==> config.mk <==
export PLATFORM = sky130hd
export DESIGN_NAME = ctrl_a_to_ansi_converter
export DESIGN_NICKNAME = d
export VERILOG_FILES = /design/src/design/cta2a_pkg.sv /design/src/design/ctrl_a_to_ansi_converter.sv /design/src/design/cta2a_front.sv /design/src/design/cta2a_queue.sv /design/src/design/cta2a_back.sv
export SDC_FILE = /design/constraint.sdc
export NUM_CORES = 1
export LEC_CHECK = 0
export ABC_AREA = 1
export BUFFER_PORTS_ARGS = -buffer_cell sky130_fd_sc_hd__buf_2
export CAP_MARGIN = 15
export CORE_MARGIN = 4
export CORE_UTILIZATION = 30
export CTS_CLUSTER_SIZE = 40
export DETAILED_ROUTE_END_ITERATION = 8
export GPL_ROUTABILITY_DRIVEN = 0
export PLACE_DENSITY = 0.48
export SLEW_MARGIN = 10
export SYNTH_ARGS = -nofsm -noshare
export SYNTH_HDL_FRONTEND = slang
export SYNTH_SLANG_ARGS = --single-unit
export TNS_END_PERCENT = 10
==> constraint.sdc <==
create_clock -name clock -period 17 [get_ports clock]
set_input_delay 0 -clock clock [delete_from_list [all_inputs] [get_ports clock]]
set_output_delay 0 -clock clock [all_outputs]
set_load 0.02 [all_outputs]
==> src/design/cta2a_pkg.sv <==
package cta2a_pkg;

   localparam int RUN_MAX     = 7;
   localparam int LEN_W       = 3;
   localparam int QUEUE_DEPTH = 4;

   localparam logic [7:0] PREFIX_BYTE = 8'h01;
   localparam logic [7:0] ESC_BYTE    = 8'h1B;
   localparam logic [7:0] SUB_BYTE    = 8'h1A;
   localparam logic [7:0] CURSOR_BASE = 8'h7F;
   localparam logic [7:0] END_CODE    = 8'h5A;

   // one converted run: bytes[0] goes out first, len is 1 to RUN_MAX
   typedef struct packed {
      logic [RUN_MAX-1:0][7:0] bytes;
      logic [LEN_W-1:0]        len;
   } run_type;

endpackage

==> src/design/ctrl_a_to_ansi_converter.sv <==
// Converts a byte stream with 0x01-prefixed attribute codes into ANSI escape
// sequences. Each request is one input byte; it yields zero to seven response
// bytes, and rsp_run_end marks the last byte of each request's run. A request
// is accepted whenever the run queue (QUEUE_DEPTH entries) has room; the output
// side sends one byte per cycle while rsp_stall is low, and plain bytes stream at one
// per cycle while neither side stalls; prefix bytes, the end code and dropped bytes
// produce nothing. The first byte out is written into the run queue on acceptance
// and then registered in the output stage.
// csr_wr_data written with csr_wr_en sets strip_unknown (1 drops unknown codes).
module ctrl_a_to_ansi_converter #(
   parameter int QUEUE_DEPTH = cta2a_pkg::QUEUE_DEPTH
) (
   input  logic       clock,
   input  logic       reset,
   input  logic       req_valid,
   output logic       req_stall,
   input  logic [7:0] req_in_byte,
   output logic       rsp_valid,
   input  logic       rsp_stall,
   output logic [7:0] rsp_out_byte,
   output logic       rsp_run_end,
   input  logic       csr_wr_en,
   input  logic       csr_wr_data
);
   import cta2a_pkg::*;

   logic    q_push;
   logic    q_full;
   logic    q_pop;
   logic    q_head_valid;
   run_type q_push_run;
   run_type q_head_run;

   cta2a_front u_front (
      .clock       (clock),
      .reset       (reset),
      .req_valid   (req_valid),
      .req_stall   (req_stall),
      .req_in_byte (req_in_byte),
      .csr_wr_en   (csr_wr_en),
      .csr_wr_data (csr_wr_data),
      .q_full      (q_full),
      .q_push      (q_push),
      .q_run       (q_push_run)
   );

   cta2a_queue #(
      .DEPTH (QUEUE_DEPTH)
   ) u_queue (
      .clock      (clock),
      .reset      (reset),
      .push       (q_push),
      .push_run   (q_push_run),
      .full       (q_full),
      .pop        (q_pop),
      .head_valid (q_head_valid),
      .head_run   (q_head_run)
   );

   cta2a_back u_back (
      .clock        (clock),
      .reset        (reset),
      .head_valid   (q_head_valid),
      .head_run     (q_head_run),
      .pop          (q_pop),
      .rsp_valid    (rsp_valid),
      .rsp_stall    (rsp_stall),
      .rsp_out_byte (rsp_out_byte),
      .rsp_run_end  (rsp_run_end)
   );

endmodule

==> src/design/cta2a_front.sv <==
module cta2a_front (
   input  logic              clock,
   input  logic              reset,
   input  logic              req_valid,
   output logic              req_stall,
   input  logic [7:0]        req_in_byte,
   input  logic              csr_wr_en,
   input  logic              csr_wr_data,
   input  logic              q_full,
   output logic              q_push,
   output cta2a_pkg::run_type q_run
);
   import cta2a_pkg::*;

   localparam logic [7:0] ASCII_ZERO = 8'h30;
   localparam logic [7:0] CH_LBRACK  = 8'h5B;
   localparam logic [7:0] CH_RBRACK  = 8'h5D;
   localparam logic [7:0] CH_LT      = 8'h3C;
   localparam logic [7:0] CH_GT      = 8'h3E;
   localparam logic [7:0] CH_DASH    = 8'h2D;
   localparam logic [7:0] CH_UNDER   = 8'h5F;
   localparam logic [7:0] CH_A       = 8'h41;
   localparam logic [7:0] CH_B       = 8'h42;
   localparam logic [7:0] CH_C       = 8'h43;
   localparam logic [7:0] CH_G       = 8'h47;
   localparam logic [7:0] CH_H       = 8'h48;
   localparam logic [7:0] CH_I       = 8'h49;
   localparam logic [7:0] CH_J       = 8'h4A;
   localparam logic [7:0] CH_K       = 8'h4B;
   localparam logic [7:0] CH_L       = 8'h4C;
   localparam logic [7:0] CH_M       = 8'h4D;
   localparam logic [7:0] CH_N       = 8'h4E;
   localparam logic [7:0] CH_R       = 8'h52;
   localparam logic [7:0] CH_W       = 8'h57;
   localparam logic [7:0] CH_Y       = 8'h59;
   localparam logic [7:0] CH_LC_A    = 8'h61;
   localparam logic [7:0] CH_LC_Z    = 8'h7A;
   localparam logic [7:0] CH_LOWER_M = 8'h6D;
   localparam logic [7:0] CH_BS      = 8'h08;
   localparam logic [7:0] CH_CR      = 8'h0D;
   localparam logic [7:0] CH_LF      = 8'h0A;
   localparam logic [7:0] CASE_BIT   = 8'h20;

   logic prefix_seen_ff, prefix_seen_in;
   logic stream_ended_ff, stream_ended_in;
   logic strip_unknown_ff, strip_unknown_in;

   logic        accept;
   logic [7:0]  b;
   logic [7:0]  u;
   logic [7:0]  cnt;
   logic [6:0]  rem;
   logic [14:0] prod;
   logic [3:0]  tens;
   logic [6:0]  ones_full;
   logic [7:0]  tens_ch;
   logic [7:0]  ones_ch;
   logic        push;
   run_type     run;

   function automatic run_type make_run(input logic [LEN_W-1:0] n,
                                        input logic [7:0] b0, input logic [7:0] b1,
                                        input logic [7:0] b2, input logic [7:0] b3,
                                        input logic [7:0] b4, input logic [7:0] b5,
                                        input logic [7:0] b6);
      run_type r;
      r.len      = n;
      r.bytes[0] = b0;
      r.bytes[1] = b1;
      r.bytes[2] = b2;
      r.bytes[3] = b3;
      r.bytes[4] = b4;
      r.bytes[5] = b5;
      r.bytes[6] = b6;
      return r;
   endfunction

   // ESC [ followed by a three-byte tail
   function automatic run_type csi3(input logic [7:0] t0, input logic [7:0] t1,
                                    input logic [7:0] t2);
      return make_run(LEN_W'(5), ESC_BYTE, CH_LBRACK, t0, t1, t2, 8'h00, 8'h00);
   endfunction

   function automatic run_type csi2(input logic [7:0] t0, input logic [7:0] t1);
      return make_run(LEN_W'(4), ESC_BYTE, CH_LBRACK, t0, t1, 8'h00, 8'h00, 8'h00);
   endfunction

   assign req_stall = q_full;
   assign accept    = req_valid && !q_full;
   assign b         = req_in_byte;
   assign u         = (b >= CH_LC_A && b <= CH_LC_Z) ? (b & ~CASE_BIT) : b;

   // split the cursor count (1..128) into decimal digits
   assign cnt       = b - CURSOR_BASE;
   assign rem       = (cnt >= 8'd100) ? 7'(cnt - 8'd100) : cnt[6:0];
   assign prod      = 15'(rem) * 15'd205;
   assign tens      = prod[14:11];
   assign ones_full = rem - 7'(7'(tens) * 7'd10);
   assign tens_ch   = ASCII_ZERO | {4'b0000, tens};
   assign ones_ch   = ASCII_ZERO | {4'b0000, ones_full[3:0]};

   always_comb begin
      push             = 1'b0;
      run              = make_run(LEN_W'(1), b, 8'h00, 8'h00, 8'h00, 8'h00, 8'h00, 8'h00);
      prefix_seen_in   = prefix_seen_ff;
      stream_ended_in  = stream_ended_ff;
      strip_unknown_in = csr_wr_en ? csr_wr_data : strip_unknown_ff;
      if (accept && !stream_ended_ff) begin
         if (prefix_seen_ff) begin
            prefix_seen_in = 1'b0;
            if (b == END_CODE) begin
               stream_ended_in = 1'b1;
            end else if (b > CURSOR_BASE) begin
               push = 1'b1;
               if (cnt == 8'd1) begin
                  run = make_run(LEN_W'(3), ESC_BYTE, CH_LBRACK, CH_C,
                                 8'h00, 8'h00, 8'h00, 8'h00);
               end else if (cnt < 8'd10) begin
                  run = make_run(LEN_W'(4), ESC_BYTE, CH_LBRACK, ones_ch, CH_C,
                                 8'h00, 8'h00, 8'h00);
               end else if (cnt < 8'd100) begin
                  run = make_run(LEN_W'(5), ESC_BYTE, CH_LBRACK, tens_ch, ones_ch, CH_C,
                                 8'h00, 8'h00);
               end else begin
                  run = make_run(LEN_W'(6), ESC_BYTE, CH_LBRACK, ASCII_ZERO | 8'h01,
                                 tens_ch, ones_ch, CH_C, 8'h00);
               end
            end else begin
               push = 1'b1;
               unique case (u)
                  CH_A:      run = make_run(LEN_W'(1), PREFIX_BYTE, 8'h00, 8'h00, 8'h00,
                                            8'h00, 8'h00, 8'h00);
                  CH_LT:     run = make_run(LEN_W'(1), CH_BS, 8'h00, 8'h00, 8'h00,
                                            8'h00, 8'h00, 8'h00);
                  CH_GT:     run = make_run(LEN_W'(3), ESC_BYTE, CH_LBRACK, CH_K,
                                            8'h00, 8'h00, 8'h00, 8'h00);
                  CH_LBRACK: run = make_run(LEN_W'(1), CH_CR, 8'h00, 8'h00, 8'h00,
                                            8'h00, 8'h00, 8'h00);
                  CH_RBRACK: run = make_run(LEN_W'(1), CH_LF, 8'h00, 8'h00, 8'h00,
                                            8'h00, 8'h00, 8'h00);
                  CH_L:      run = make_run(LEN_W'(7), ESC_BYTE, CH_LBRACK, 8'h32, CH_J,
                                            ESC_BYTE, CH_LBRACK, CH_H);
                  CH_DASH, CH_UNDER, CH_N:
                             run = csi2(8'h30, CH_LOWER_M);
                  CH_H:      run = csi2(8'h31, CH_LOWER_M);
                  CH_I:      run = csi2(8'h35, CH_LOWER_M);
                  CH_K:      run = csi3(8'h33, 8'h30, CH_LOWER_M);
                  CH_R:      run = csi3(8'h33, 8'h31, CH_LOWER_M);
                  CH_G:      run = csi3(8'h33, 8'h32, CH_LOWER_M);
                  CH_Y:      run = csi3(8'h33, 8'h33, CH_LOWER_M);
                  CH_B:      run = csi3(8'h33, 8'h34, CH_LOWER_M);
                  CH_M:      run = csi3(8'h33, 8'h35, CH_LOWER_M);
                  CH_C:      run = csi3(8'h33, 8'h36, CH_LOWER_M);
                  CH_W:      run = csi3(8'h33, 8'h37, CH_LOWER_M);
                  8'h30, 8'h31, 8'h32, 8'h33, 8'h34, 8'h35, 8'h36, 8'h37:
                             run = csi3(8'h34, u, CH_LOWER_M);
                  // only the lowercase end letter reaches here
                  END_CODE:  run = make_run(LEN_W'(1), SUB_BYTE, 8'h00, 8'h00, 8'h00,
                                            8'h00, 8'h00, 8'h00);
                  default: begin
                     push = !strip_unknown_ff;
                     run  = make_run(LEN_W'(2), PREFIX_BYTE, b, 8'h00, 8'h00,
                                     8'h00, 8'h00, 8'h00);
                  end
               endcase
            end
         end else if (b == PREFIX_BYTE) begin
            prefix_seen_in = 1'b1;
         end else begin
            push = 1'b1;
         end
      end
   end

   assign q_push = push;
   assign q_run  = run;

   always_ff @(posedge clock) begin
      if (reset) begin
         prefix_seen_ff   <= 1'b0;
         stream_ended_ff  <= 1'b0;
         strip_unknown_ff <= 1'b0;
      end else begin
         prefix_seen_ff   <= prefix_seen_in;
         stream_ended_ff  <= stream_ended_in;
         strip_unknown_ff <= strip_unknown_in;
      end
   end

endmodule

==> src/design/cta2a_queue.sv <==
module cta2a_queue #(
   parameter int DEPTH = cta2a_pkg::QUEUE_DEPTH
) (
   input  logic              clock,
   input  logic              reset,
   input  logic              push,
   input  cta2a_pkg::run_type push_run,
   output logic              full,
   input  logic              pop,
   output logic              head_valid,
   output cta2a_pkg::run_type head_run
);
   import cta2a_pkg::*;

   localparam int PTR_W = (DEPTH > 1) ? $clog2(DEPTH) : 1;
   localparam int CNT_W = $clog2(DEPTH + 1);

   run_type             mem_ff [DEPTH];
   logic [PTR_W-1:0]    wr_ptr_ff, wr_ptr_in;
   logic [PTR_W-1:0]    rd_ptr_ff, rd_ptr_in;
   logic [CNT_W-1:0]    count_ff, count_in;
   logic                do_push;
   logic                do_pop;

   function automatic logic [PTR_W-1:0] wrap_inc(input logic [PTR_W-1:0] p);
      return (p == PTR_W'(DEPTH - 1)) ? '0 : p + PTR_W'(1);
   endfunction

   assign full       = (count_ff == CNT_W'(DEPTH));
   assign head_valid = (count_ff != '0);
   assign head_run   = mem_ff[rd_ptr_ff];
   assign do_push    = push && !full;
   assign do_pop     = pop && head_valid;

   always_comb begin
      wr_ptr_in = do_push ? wrap_inc(wr_ptr_ff) : wr_ptr_ff;
      rd_ptr_in = do_pop ? wrap_inc(rd_ptr_ff) : rd_ptr_ff;
      count_in  = count_ff;
      if (do_push && !do_pop) begin
         count_in = count_ff + CNT_W'(1);
      end else if (do_pop && !do_push) begin
         count_in = count_ff - CNT_W'(1);
      end
   end

   always_ff @(posedge clock) begin
      if (do_push) begin
         mem_ff[wr_ptr_ff] <= push_run;
      end
   end

   always_ff @(posedge clock) begin
      if (reset) begin
         wr_ptr_ff <= '0;
         rd_ptr_ff <= '0;
         count_ff  <= '0;
      end else begin
         wr_ptr_ff <= wr_ptr_in;
         rd_ptr_ff <= rd_ptr_in;
         count_ff  <= count_in;
      end
   end

endmodule

==> src/design/cta2a_back.sv <==
module cta2a_back (
   input  logic              clock,
   input  logic              reset,
   input  logic              head_valid,
   input  cta2a_pkg::run_type head_run,
   output logic              pop,
   output logic              rsp_valid,
   input  logic              rsp_stall,
   output logic [7:0]        rsp_out_byte,
   output logic              rsp_run_end
);
   import cta2a_pkg::*;

   logic [LEN_W-1:0] idx_ff, idx_in;
   logic             valid_ff, valid_in;
   logic [7:0]       byte_ff, byte_in;
   logic             end_ff, end_in;
   logic             load;
   logic             last;

   assign load = !valid_ff || !rsp_stall;
   assign last = (idx_ff == head_run.len - LEN_W'(1));
   assign pop  = load && head_valid && last;

   always_comb begin
      idx_in   = idx_ff;
      valid_in = valid_ff;
      byte_in  = byte_ff;
      end_in   = end_ff;
      if (load) begin
         valid_in = head_valid;
         if (head_valid) begin
            byte_in = head_run.bytes[idx_ff];
            end_in  = last;
            // advance within the run, restart on the next one
            idx_in  = last ? '0 : idx_ff + LEN_W'(1);
         end
      end
   end

   always_ff @(posedge clock) begin
      if (reset) begin
         idx_ff   <= '0;
         valid_ff <= 1'b0;
      end else begin
         idx_ff   <= idx_in;
         valid_ff <= valid_in;
      end
   end

   always_ff @(posedge clock) begin
      byte_ff <= byte_in;
      end_ff  <= end_in;
   end

   assign rsp_valid    = valid_ff;
   assign rsp_out_byte = byte_ff;
   assign rsp_run_end  = end_ff;

endmodule

==> flow_summary.yaml, run 1 <==
global_route:
  grt_overflow: 0
  antenna_found_initial: 0
  grt_pass1_wl_um: 41200
  grt_max_degree: 53
  grt_use_total: 0.145
  grt_pass1_vias: 7237
clock_tree:
  cts_tree: "yes"
  cts_resized: 0
  cts.path.max_buffers: 2
  clk_pin_slew_ps: 70
  postCtsSetupRepairBufs: 0
  cts.sink_count: 185
  clk_latency_ps: 430
  cts_max_level: 4
  clock-root-buffer: "clkbuf_16"
  cts_buffers: 17
setup_path:
  endpoint: "u_queue.mem_ff[2][30]"
  worstPathArrival_ps: 6210
  r2r-end: "u_queue.count_ff[1]"
  cp-startpoint: "req_in_byte[0]"
  worstPathRequired_ps: 17260
  slowest_stage: "fa_1"
  critPathMaxFanout: 14
  rrSetupSlack_ps: 12980
  crit_path_max_incr_delay_ps: 520
  critPathLaunchType: "input pin"
  reg2reg_depth: 15
  crit_path_end_kind: "register"
  critPathKind: "input pin to register"
  path_common_cell: "nand2_1"
timing:
  fmax_mhz: 168
  drv_slew: 0
  fin_worst_skew_ps: 11.3
  setup_viol: 0
  period_minus_slack_ps: 5950
  fin_crit_sh: 0.350
  worst_pin_slew_ps: 1070
  fin_tns_setup_ps: 0
  rsz0062_at_grt: "false"
  hold_viol: 0
  slew_headroom: 0.283
pwr:
  switching_power_mw: 0.669
  clkPwrFrac: 0.225
  leakage_nw: 4.54
  p_per_area_nw_per_um2: 147
  power.internal_mw: 0.993
  pwr-share-comb: 0.412
  peakVddDrop_v: 0.0000710
  p_total_mw: 1.66
  seqPwrFrac: 0.363
  p_sw_frac: 0.403
floorplanning:
  die_h_um: 191
  die_x_um: 191
  num_rows: 66
  io_pins: 25
  core_area_um2: 32800
  die_area_um2: 36500
  start_util: 0.307
yosys:
  syn_avg_cell_area_um2: 9.69
  synthArstFlopShare: 0
  ys_warn_count: 0
  synthCells: 1039
  netlist_area_um2: 10100
  ys.flop_type: "edfxtp_1"
  ys_seq_elements: 185
  synth-edff-count: 169
  synth_cell_types: 55
  ys_seq_area_frac: 0.536
placement:
  dp.final_hpwl_um: 17900
  port_buffers: 24
  postPlaceCellArea_um2: 10700
route:
  dr_total_vias: 7363
  wl_um: 26100
  wl_per_cell_um: 17.2
  avgViaCountPerCell: 4.84
  drc: 0
  ant_nets: 0
  drtIter0Drc: 499
  drtPass1Iterations: 5
final_layout:
  final_nets: 1139
  antenna_cells: 0
  drive_gt1_frac: 0.116
  layout_common_cells: "edfxtp_1 (169), nand2_1 (154), nor2_1 (143), inv_1 (107), o21ai_0 (104)"
  layout_commonest_cell: "edfxtp_1"
  n_fill_cell: 3409
  area_growth_pct: 12.2
  design_area_um2: 11300
job:
  cap_violations: 0
worst_hold_path:
  hp-class: "input pin to register"
  holdCritStartpoint: "req_valid"
run_status:
  outcome: "finished clean"
-- flip-flops by register name, indices dropped and copies added, names as in the netlist, named ones only --
register                  flops
u_back.rsp_out_byte           8
u_front.stream_ended_ff       1
u_queue.rd_ptr_ff             2
u_back.rsp_run_end            1
u_front.prefix_seen_ff        1
u_back.idx_ff                 3
u_queue.count_ff              3
u_queue.mem_ff              160
u_back.rsp_valid              1
u_front.strip_unknown_ff      1
u_queue.wr_ptr_ff             2
-- cells by family (layout without fill, tap and decap cells) --
kind of cell / count (synthesis) / after routing / share of synthesized area
compound gates: 229 / 229 / 0.133
simple gates: 395 / 395 / 0.176
flops: 185 / 185 / 0.536
xor+xnor: 12 / 12 / 0.0112
other cells: 1 / 8 / 0.000373
buf+inv: 157 / 189 / 0.0614
fa+ha+maj: 60 / 60 / 0.0820
-- routing by layer --
layer / vias to the layer above / wire length [um] / track usage
met3: 13 / 970 / 0.0232
met5: - / 0 / 0
met1: 3575 / 12600 / 0.203
li1: 3638 / - / -
met4: 0 / 229 / 0.0309
met2: 137 / 12300 / 0.240
-- Yosys cell counts, types with 2 or more instances --
| master | number | area (um2) |
|---|---|---|
| a211oi_1 | 6 | 45.0 |
| a21oi_1 | 43 | 215 |
| a21oi_2 | 3 | 26.3 |
| a22o_1 | 7 | 61.3 |
| a31oi_1 | 3 | 18.8 |
| a32o_1 | 3 | 30.0 |
| a41oi_1 | 2 | 17.5 |
| buf_2 | 2 | 10.0 |
| buf_4 | 3 | 22.5 |
| buf_6 | 2 | 22.5 |
| clkbuf_1 | 29 | 109 |
| clkinv_1 | 3 | 11.3 |
| dfxtp_1 | 16 | 320 |
| edfxtp_1 | 169 | 5070 |
| fa_1 | 10 | 200 |
| ha_1 | 50 | 626 |
| inv_1 | 108 | 405 |
| inv_2 | 9 | 33.8 |
| nand2_1 | 154 | 578 |
| nand2_2 | 17 | 106 |
| nand2_4 | 5 | 56.3 |
| nand3_1 | 30 | 150 |
| nand3_2 | 5 | 50.1 |
| nand3_4 | 2 | 35.0 |
| nand4_1 | 7 | 43.8 |
| nor2_1 | 147 | 552 |
| nor2_2 | 5 | 31.3 |
| nor2_4 | 3 | 33.8 |
| nor3_1 | 12 | 60.1 |
| nor4_1 | 3 | 18.8 |
| o2111ai_1 | 3 | 26.3 |
| o211ai_1 | 3 | 22.5 |
| o21ai_0 | 104 | 521 |
| o21ai_1 | 2 | 10.0 |
| o21ai_2 | 2 | 17.5 |
| o22ai_1 | 39 | 244 |
| xnor2_1 | 4 | 35.0 |
| xor2_1 | 7 | 61.3 |
-- how the worst min path moves through the flow --
stage / end / depth (start not counted) / slack (ps)
after global routing: u_front.prefix_seen_ff / 5 / 50
after global placement: u_front.strip_unknown_ff / 2 / 220
after CTS: u_front.prefix_seen_ff / 5 / 20
final: u_front.prefix_seen_ff / 5 / 20
after floorplan: u_front.stream_ended_ff / 1 / 70
after detailed placement: u_front.strip_unknown_ff / 2 / 220
-- through the flow --
step                utilization  hold slack [ps]  setup WS, ps  cells
global placement          0.326              216         10810   1484
detailed placement        0.326              221         10640   1484
global route              0.344             48.3         10430   1520
CTS                       0.344             19.1         11070   1520
finish                    0.344             20.1         11050   1520
floorplan                     -             72.4         11520   1046
-- power groups by stage --
stage	clock (mW)	sequential, mW	combinational, mW
final	0.374	0.604	0.685
after global routing	0.403	0.609	0.788
after CTS	0.383	0.605	0.696
after detailed placement	0	0.615	0.691
after global placement	0	0.615	0.689
after floorplan	0	0.619	0.481
-- critical path: cells and delay by family --
kind,cells,cell delay [ps]
adders and majority gates,7,2580
xor gates and xnor gates,3,750
AOI/OAI and AO/OA,2,450
and+or+nand+nor,16,1450
buffers and inverters,8,980
-- layout make-up --
type / count / area [um2] / area share
repair buffers: 37 / 228 / 0.0202
clock inverters: 15 / 133 / 0.0117
flip-flops and latches: 185 / 5400 / 0.478
multi-input cells: 704 / 4110 / 0.364
well taps: 442 / 553 / 0.0490
inverters: 120 / 450 / 0.0399
clock buffers: 17 / 425 / 0.0377
-- repair_timing --
action	4_1_cts	5_1_grt
setup endpoints to repair	0	0
endpoints found under the hold margin	4	0
hold buffers	4	0
Power figures use the tool's default switching activity.
==> run 2, diff against run 1 <==
--- a/config.mk
+++ b/config.mk
@@ -5,7 +5,7 @@
 export SDC_FILE = /design/constraint.sdc
 export NUM_CORES = 1
 export LEC_CHECK = 0
-export ABC_AREA = 1
+export ABC_AREA = 0
 export BUFFER_PORTS_ARGS = -buffer_cell sky130_fd_sc_hd__buf_2
 export CAP_MARGIN = 15
 export CORE_MARGIN = 4
==> constraint.sdc (replaced) <==
create_clock -name clock -period 6.1 [get_ports clock]
set_input_delay 0 -clock clock [delete_from_list [all_inputs] [get_ports clock]]
set_output_delay 0 -clock clock [all_outputs]
set_load 0.02 [all_outputs]
==> run 2 against run 1 <==
Effect of this change:
- register-to-register slack got worse by 11000 ps
- cell count is 17% lower
- first-iteration DRC count down 14%
- core utilization increased by 1.2 points
- die area down 1.8%
- sequential share of layout area shrank 1.2 points
- sequential power rose to 2.8 times the previous value
- wire length decreased by 11%
- sequential cell count unchanged
- via count down 16%
- setup slack worse by 11000 ps
==> flow_summary.yaml, run 2 <==
run_status:
  outcome: "finished clean"
worst_hold_path:
  holdCritStartpoint: "req_valid"
  hp-class: "input pin to register"
global_route:
  antenna_found_initial: 0
  grt_pass1_vias: 6346
  grt_overflow: 0
  grt_use_total: 0.132
  grt_max_degree: 29
  grt_pass1_wl_um: 36800
setup_path:
  crit_path_end_kind: "register"
  path_delay_family: "adder cells"
  critPathMaxFanout: 6
  slowest_stage: "fa_1"
  critPathLaunchType: "input pin"
  critPathKind: "input pin to register"
  cp-startpoint: "req_in_byte[0]"
  worstPathRequired_ps: 6230
  worstPathArrival_ps: 5840
  path_common_cell: "inv_1"
  crit_path_max_incr_delay_ps: 500
  path_buf_inv: 5
  rrSetupSlack_ps: 2460
clock_tree:
  clock-root-buffer: "clkbuf_16"
  cts.path.max_buffers: 2
  cts_buffers: 17
  clk_latency_ps: 430
  cts_max_level: 4
  cts_tree: "yes"
  cts.sink_count: 185
  clk_pin_slew_ps: 70
timing:
  drv_slew: 0
  period_minus_slack_ps: 5710
  fin_ws_ps: 386
  setup_viol: 0
  fmax_mhz: 175
  fin_worst_skew_ps: 12.6
  worst_pin_slew_ps: 1100
  fin_crit_sh: 0.937
  fin_tns_setup_ps: 0
  hold_viol: 0
  slew_headroom: 0.266
floorplanning:
  die_x_um: 189
  num_rows: 66
  core_area_um2: 32500
  die_area_um2: 35900
  io_pins: 25
  start_util: 0.304
  die_h_um: 189
route:
  wl_per_cell_um: 18.5
  ant_nets: 0
  drtPass1Iterations: 5
  drtIter0Drc: 430
  dr_total_vias: 6194
  drc: 0
  wl_um: 23400
  avgViaCountPerCell: 4.90
placement:
  dp_slack_ps: -129
  dp.final_hpwl_um: 16900
  port_buffers: 24
yosys:
  synth.most_common_cell: "edfxtp_1"
  ys.flop_type: "edfxtp_1"
  yosysTopAreaCellShare: 0.514
  synthCells: 728
  synth_top_area_cell: "edfxtp_1"
  synth-edff-count: 169
  syn_avg_cell_area_um2: 13.6
  ys_seq_area_frac: 0.546
  netlist_area_um2: 9880
  synthArstFlopShare: 0
  synth_area_leaders: "edfxtp_1 (51%), mux4_2 (11%), ha_1 (6.3%), dfxtp_1 (3.2%), a21oi_1 (2.3%)"
  ys_seq_elements: 185
  synth_cell_types: 85
  synthTopCellsByCount: "edfxtp_1 (169), nor2_1 (53), ha_1 (50)"
  ys_warn_count: 0
pwr:
  p_per_area_nw_per_um2: 395
  peakVddDrop_v: 0.000235
  leakage_nw: 4.20
final_layout:
  layout_common_cells: "edfxtp_1 (169), buf_4 (60), nor2_1 (52), ha_1 (49), mux4_2 (47)"
  antenna_cells: 0
  drive_gt1_frac: 0.267
  top_register: "u_queue.mem_ff"
  layout_commonest_cell: "edfxtp_1"
  final_nets: 882
  n_fill_cell: 3212
  largest_reg_flops: 160
  area_growth_pct: 17.4
job:
  cap_violations: 0
## run 2: changes by cell type in the layout (fill, tap and decap cells not counted), moves of 37 or more
cell | previous run | this run
buf_4 | 9 | 60
inv_1 | 107 | 42
mux4_2 | 0 | 47
nand2_1 | 154 | 41
nor2_1 | 143 | 52
o21ai_0 | 104 | 18
o22ai_1 | 39 | 2
## run 2: routing by layer
layer	vias up	GRT usage	wire length [um]
li1	2929	-	-
met1	3102	0.184	11000
met2	146	0.217	11200
met3	17	0.0216	785
met4	0	0.0356	337
met5	-	0	0
## run 2: path summary, 6_finish.rpt
| path | cells after the start | to |
|---|---|---|
| worst max register to register | 14 | u_queue.count_ff[2] |
| worst max-delay path | 29 | u_queue.mem_ff[0][30] |
| worst min register to register | 2 | u_front.stream_ended_ff |
| worst min-delay path | 4 | u_front.prefix_seen_ff |
## run 2: logic make-up (layout without fill, tap and decap cells)
logic type	after synthesis	after routing	share of synthesized area
AOI/OAI and AO/OA	126	126	0.0882
xor gates and xnor gates	21	21	0.0217
adders and majority gates	60	60	0.0836
buffers and inverters	80	166	0.0338
DFF	185	185	0.546
muxes	60	60	0.122
other	1	8	0.000380
and+or+nand+nor	195	195	0.104
## run 2: timing repair
item                                    4_1_cts  5_1_grt
hold buffers                                  6        0
gates resized for setup                       0        4
hold endpoints to repair                     13        0
buffers inserted                              0        1
endpoints found under the setup margin        0       11
## run 2: where the power goes
part	switching, mW	internal (mW)	total, mW	leakage [nW]
clock network	0.483	0.614	1.10	0.284
logic	0.910	0.867	1.78	2.21
registers	0.109	1.60	1.71	1.71
total	1.50	3.08	4.58	4.20
## run 2: metrics by stage
step | total power [mW] | hold WS, ps | util | cell area, um2 | cells
2_1_floorplan | 2.98 | 79.3 | - | 9960 | 735
3_3_place_gp | 3.50 | 237 | 0.336 | 10900 | 1224
3_5_place_dp | 3.50 | 245 | 0.336 | 10900 | 1224
4_1_cts | 4.62 | 15.8 | 0.356 | 11600 | 1262
5_1_grt | 4.89 | 49.6 | 0.356 | 11600 | 1263
6_report | 4.58 | 40.8 | 0.356 | 11600 | 1263
## run 2: layout make-up
cell class | count | area [um2] | share of cell area
clock buffer | 18 | 429 | 0.0370
clock inverter | 14 | 161 | 0.0139
inverter | 44 | 165 | 0.0142
multi-input combinational | 470 | 4260 | 0.367
sequential | 185 | 5400 | 0.465
tap | 442 | 553 | 0.0477
timing repair buffer | 90 | 631 | 0.0544
## run 2: worst register-to-register path, cell delays in order, from the launching register on
cell and delay (ps):
dfxtp_2 790, mux4_2 630, inv_1 80, ha_1 160, xnor2_1 130, xnor2_1 140
nor3_1 80, and2_1 190, inv_1 140, ha_1 200, inv_1 60, fa_1 370
xor2_1 160, or3_1 310, a21oi_1 140
==> run 3, diff against run 2 <==
--- a/config.mk
+++ b/config.mk
@@ -10,10 +10,11 @@
 export CAP_MARGIN = 15
 export CORE_MARGIN = 4
 export CORE_UTILIZATION = 30
+export CTS_CLUSTER_DIAMETER = 100
 export CTS_CLUSTER_SIZE = 40
 export DETAILED_ROUTE_END_ITERATION = 8
 export GPL_ROUTABILITY_DRIVEN = 0
-export PLACE_DENSITY = 0.48
+export PLACE_DENSITY = 0.52
 export SLEW_MARGIN = 10
 export SYNTH_ARGS = -nofsm -noshare
 export SYNTH_HDL_FRONTEND = slang
==> run 3 against run 2 <==
Effect of this change:
- clock-buffer cell count unchanged
- non-clock buffer count decreased by 8
- combinational power about the same
- sequential power about the same
- wire length decreased by 3.3%
- clock power increased by 5%
- final area decreased by 0.25%
- via count decreased by 0.23%
- cell count decreased by 0.63%
- critical endpoint is now u_queue.mem_ff[2][30]
- largest cell class unchanged
==> flow_summary.yaml, run 3 (synthesis gave the netlist of run 2 again) <==
global_route:
  grt_pass1_vias: 6350
  antenna_found_initial: 0
  grt_max_degree: 29
  grt_overflow: 0
  grt_use_total: 0.129
  grt_pass1_wl_um: 36000
clock_tree:
  cts_tree: "yes"
  cts.path.max_buffers: 2
  cts_max_level: 4
  clk_pin_slew_ps: 70
  cts.sink_count: 185
  cts_buffers: 17
  clk_latency_ps: 420
  clock-root-buffer: "clkbuf_16"
final_layout:
  multiInputGateArea_um2: 4250
  largest_reg_flops: 160
  top_register: "u_queue.mem_ff"
  layout_common_cells: "edfxtp_1 (169), nor2_1 (52), buf_4 (51), ha_1 (49), mux4_2 (47)"
  layout_commonest_cell: "edfxtp_1"
  seqCellArea_um2: 5400
  area_growth_pct: 17.1
  n_fill_cell: 3209
  finish.utilization: 0.356
  antenna_cells: 0
  drive_gt1_frac: 0.256
  final_nets: 874
pwr:
  leakage_nw: 4.19
  pwr-share-comb: 0.379
  p_sw_frac: 0.318
  seqPwrFrac: 0.372
  p_per_area_nw_per_um2: 398
  power.internal_mw: 3.14
  p_total_mw: 4.60
  peakVddDrop_v: 0.000234
  clkPwrFrac: 0.249
  switching_power_mw: 1.47
run_status:
  outcome: "finished clean"
floorplanning:
  die_area_um2: 35900
  num_rows: 66
  die_h_um: 189
  start_util: 0.304
  core_area_um2: 32500
  io_pins: 25
  die_x_um: 189
setup_path:
  critPathKind: "input pin to register"
  rrSetupSlack_ps: 2510
  critPathLaunchType: "input pin"
  slowest_stage: "fa_1"
  worstPathRequired_ps: 6240
  crit_path_max_incr_delay_ps: 540
  path_common_cell: "inv_1"
  path_delay_family: "adder cells"
  path_buf_inv: 6
  worstPathArrival_ps: 5890
  critPathMaxFanout: 4
  crit_path_end_kind: "register"
timing:
  fin_worst_skew_ps: 11.0
  rsz0062_at_grt: "false"
  fmax_mhz: 174
  drv_slew: 0
  setup_viol: 0
  fin_crit_sh: 0.944
  hold_viol: 0
  slew_headroom: 0.169
  fin_tns_setup_ps: 0
  worst_pin_slew_ps: 1250
  period_minus_slack_ps: 5760
route:
  avgViaCountPerCell: 4.92
  ant_nets: 0
  wl_per_cell_um: 18.0
  drtIter0Drc: 457
  wl_um: 22600
  drc: 0
  dr_total_vias: 6180
  drtPass1Iterations: 5
job:
  cap_violations: 0
placement:
  dp.final_hpwl_um: 16200
  port_buffers: 24
worst_hold_path:
  hp-class: "input pin to register"
-- run 3: cell count changes in the layout (fill, tap and decap cells not counted), moves of 2 or more --
cell       delta
buf_4         -9
inv_6         -3
bufinv_16     +2
clkinv_1      +2
-- run 3: area by class of cell --
| type | instances | area share |
|---|---|---|
| Timing Repair Buffer | 82 | 0.0504 |
| Inverter | 44 | 0.0143 |
| Clock buffer | 18 | 0.0371 |
| Sequential cell | 185 | 0.467 |
| Clock inverter | 14 | 0.0169 |
| Tap cell | 442 | 0.0478 |
| Multi-Input combinational cell | 470 | 0.367 |
-- run 3: path summary, 6_finish.rpt --
kind                                 from                       to  cells after the start
hold / removal                  req_valid   u_front.prefix_seen_ff                      4
setup / recovery           req_in_byte[0]    u_queue.mem_ff[2][30]                     30
hold reg to reg   u_front.stream_ended_ff  u_front.stream_ended_ff                      2
setup reg to reg                 register      u_queue.count_ff[2]                     14
-- run 3: power groups by stage --
stage                     Combinational (mW)  Sequential (mW)  Clock, mW
after detailed placement                1.75             1.75          0
final                                   1.75             1.71       1.15
after global routing                    1.94             1.74       1.23
after global placement                  1.74             1.74          0
after floorplan                         1.26             1.72          0
after CTS                               1.77             1.72       1.17
-- run 3: worst register-to-register path, stage by stage, from the launching register on --
cell     delay (ps)
dfxtp_2         800
mux4_2          620
inv_1            80
ha_1            150
xnor2_1         130
xnor2_1         140
nor3_1           80
and2_1          190
inv_1           110
ha_1            190
inv_1            60
fa_1            370
xor2_1          160
or3_1           310
a21oi_1         140
-- run 3: per-stage QoR --
step           setup WS, ps  cell area, um2  instances  hold slack (ps)
2_1_floorplan          37.0            9960        735             79.3
3_5_place_dp           -125           10900       1216              255
6_report                344           11600       1255             59.1
5_1_grt                21.0           11600       1255              118
4_1_cts                 314           11600       1254             50.8
3_3_place_gp           41.6           10900       1216              234
-- run 3: metal layers --
metal,vias to the layer above,track usage,share of wire
li1,2921,-,-
met1,3115,0.183,0.47
met2,125,0.208,0.48
met3,19,0.0171,0.031
met4,0,0.0342,0.011
met5,-,0,0
-- run 3: what timing repair did --
action                     4_1_cts  5_1_grt
hold endpoints to repair        13        0
setup endpoints to repair        0       12
hold buffers                     6        0
buffers inserted                 0        1
gates resized for setup          0        2
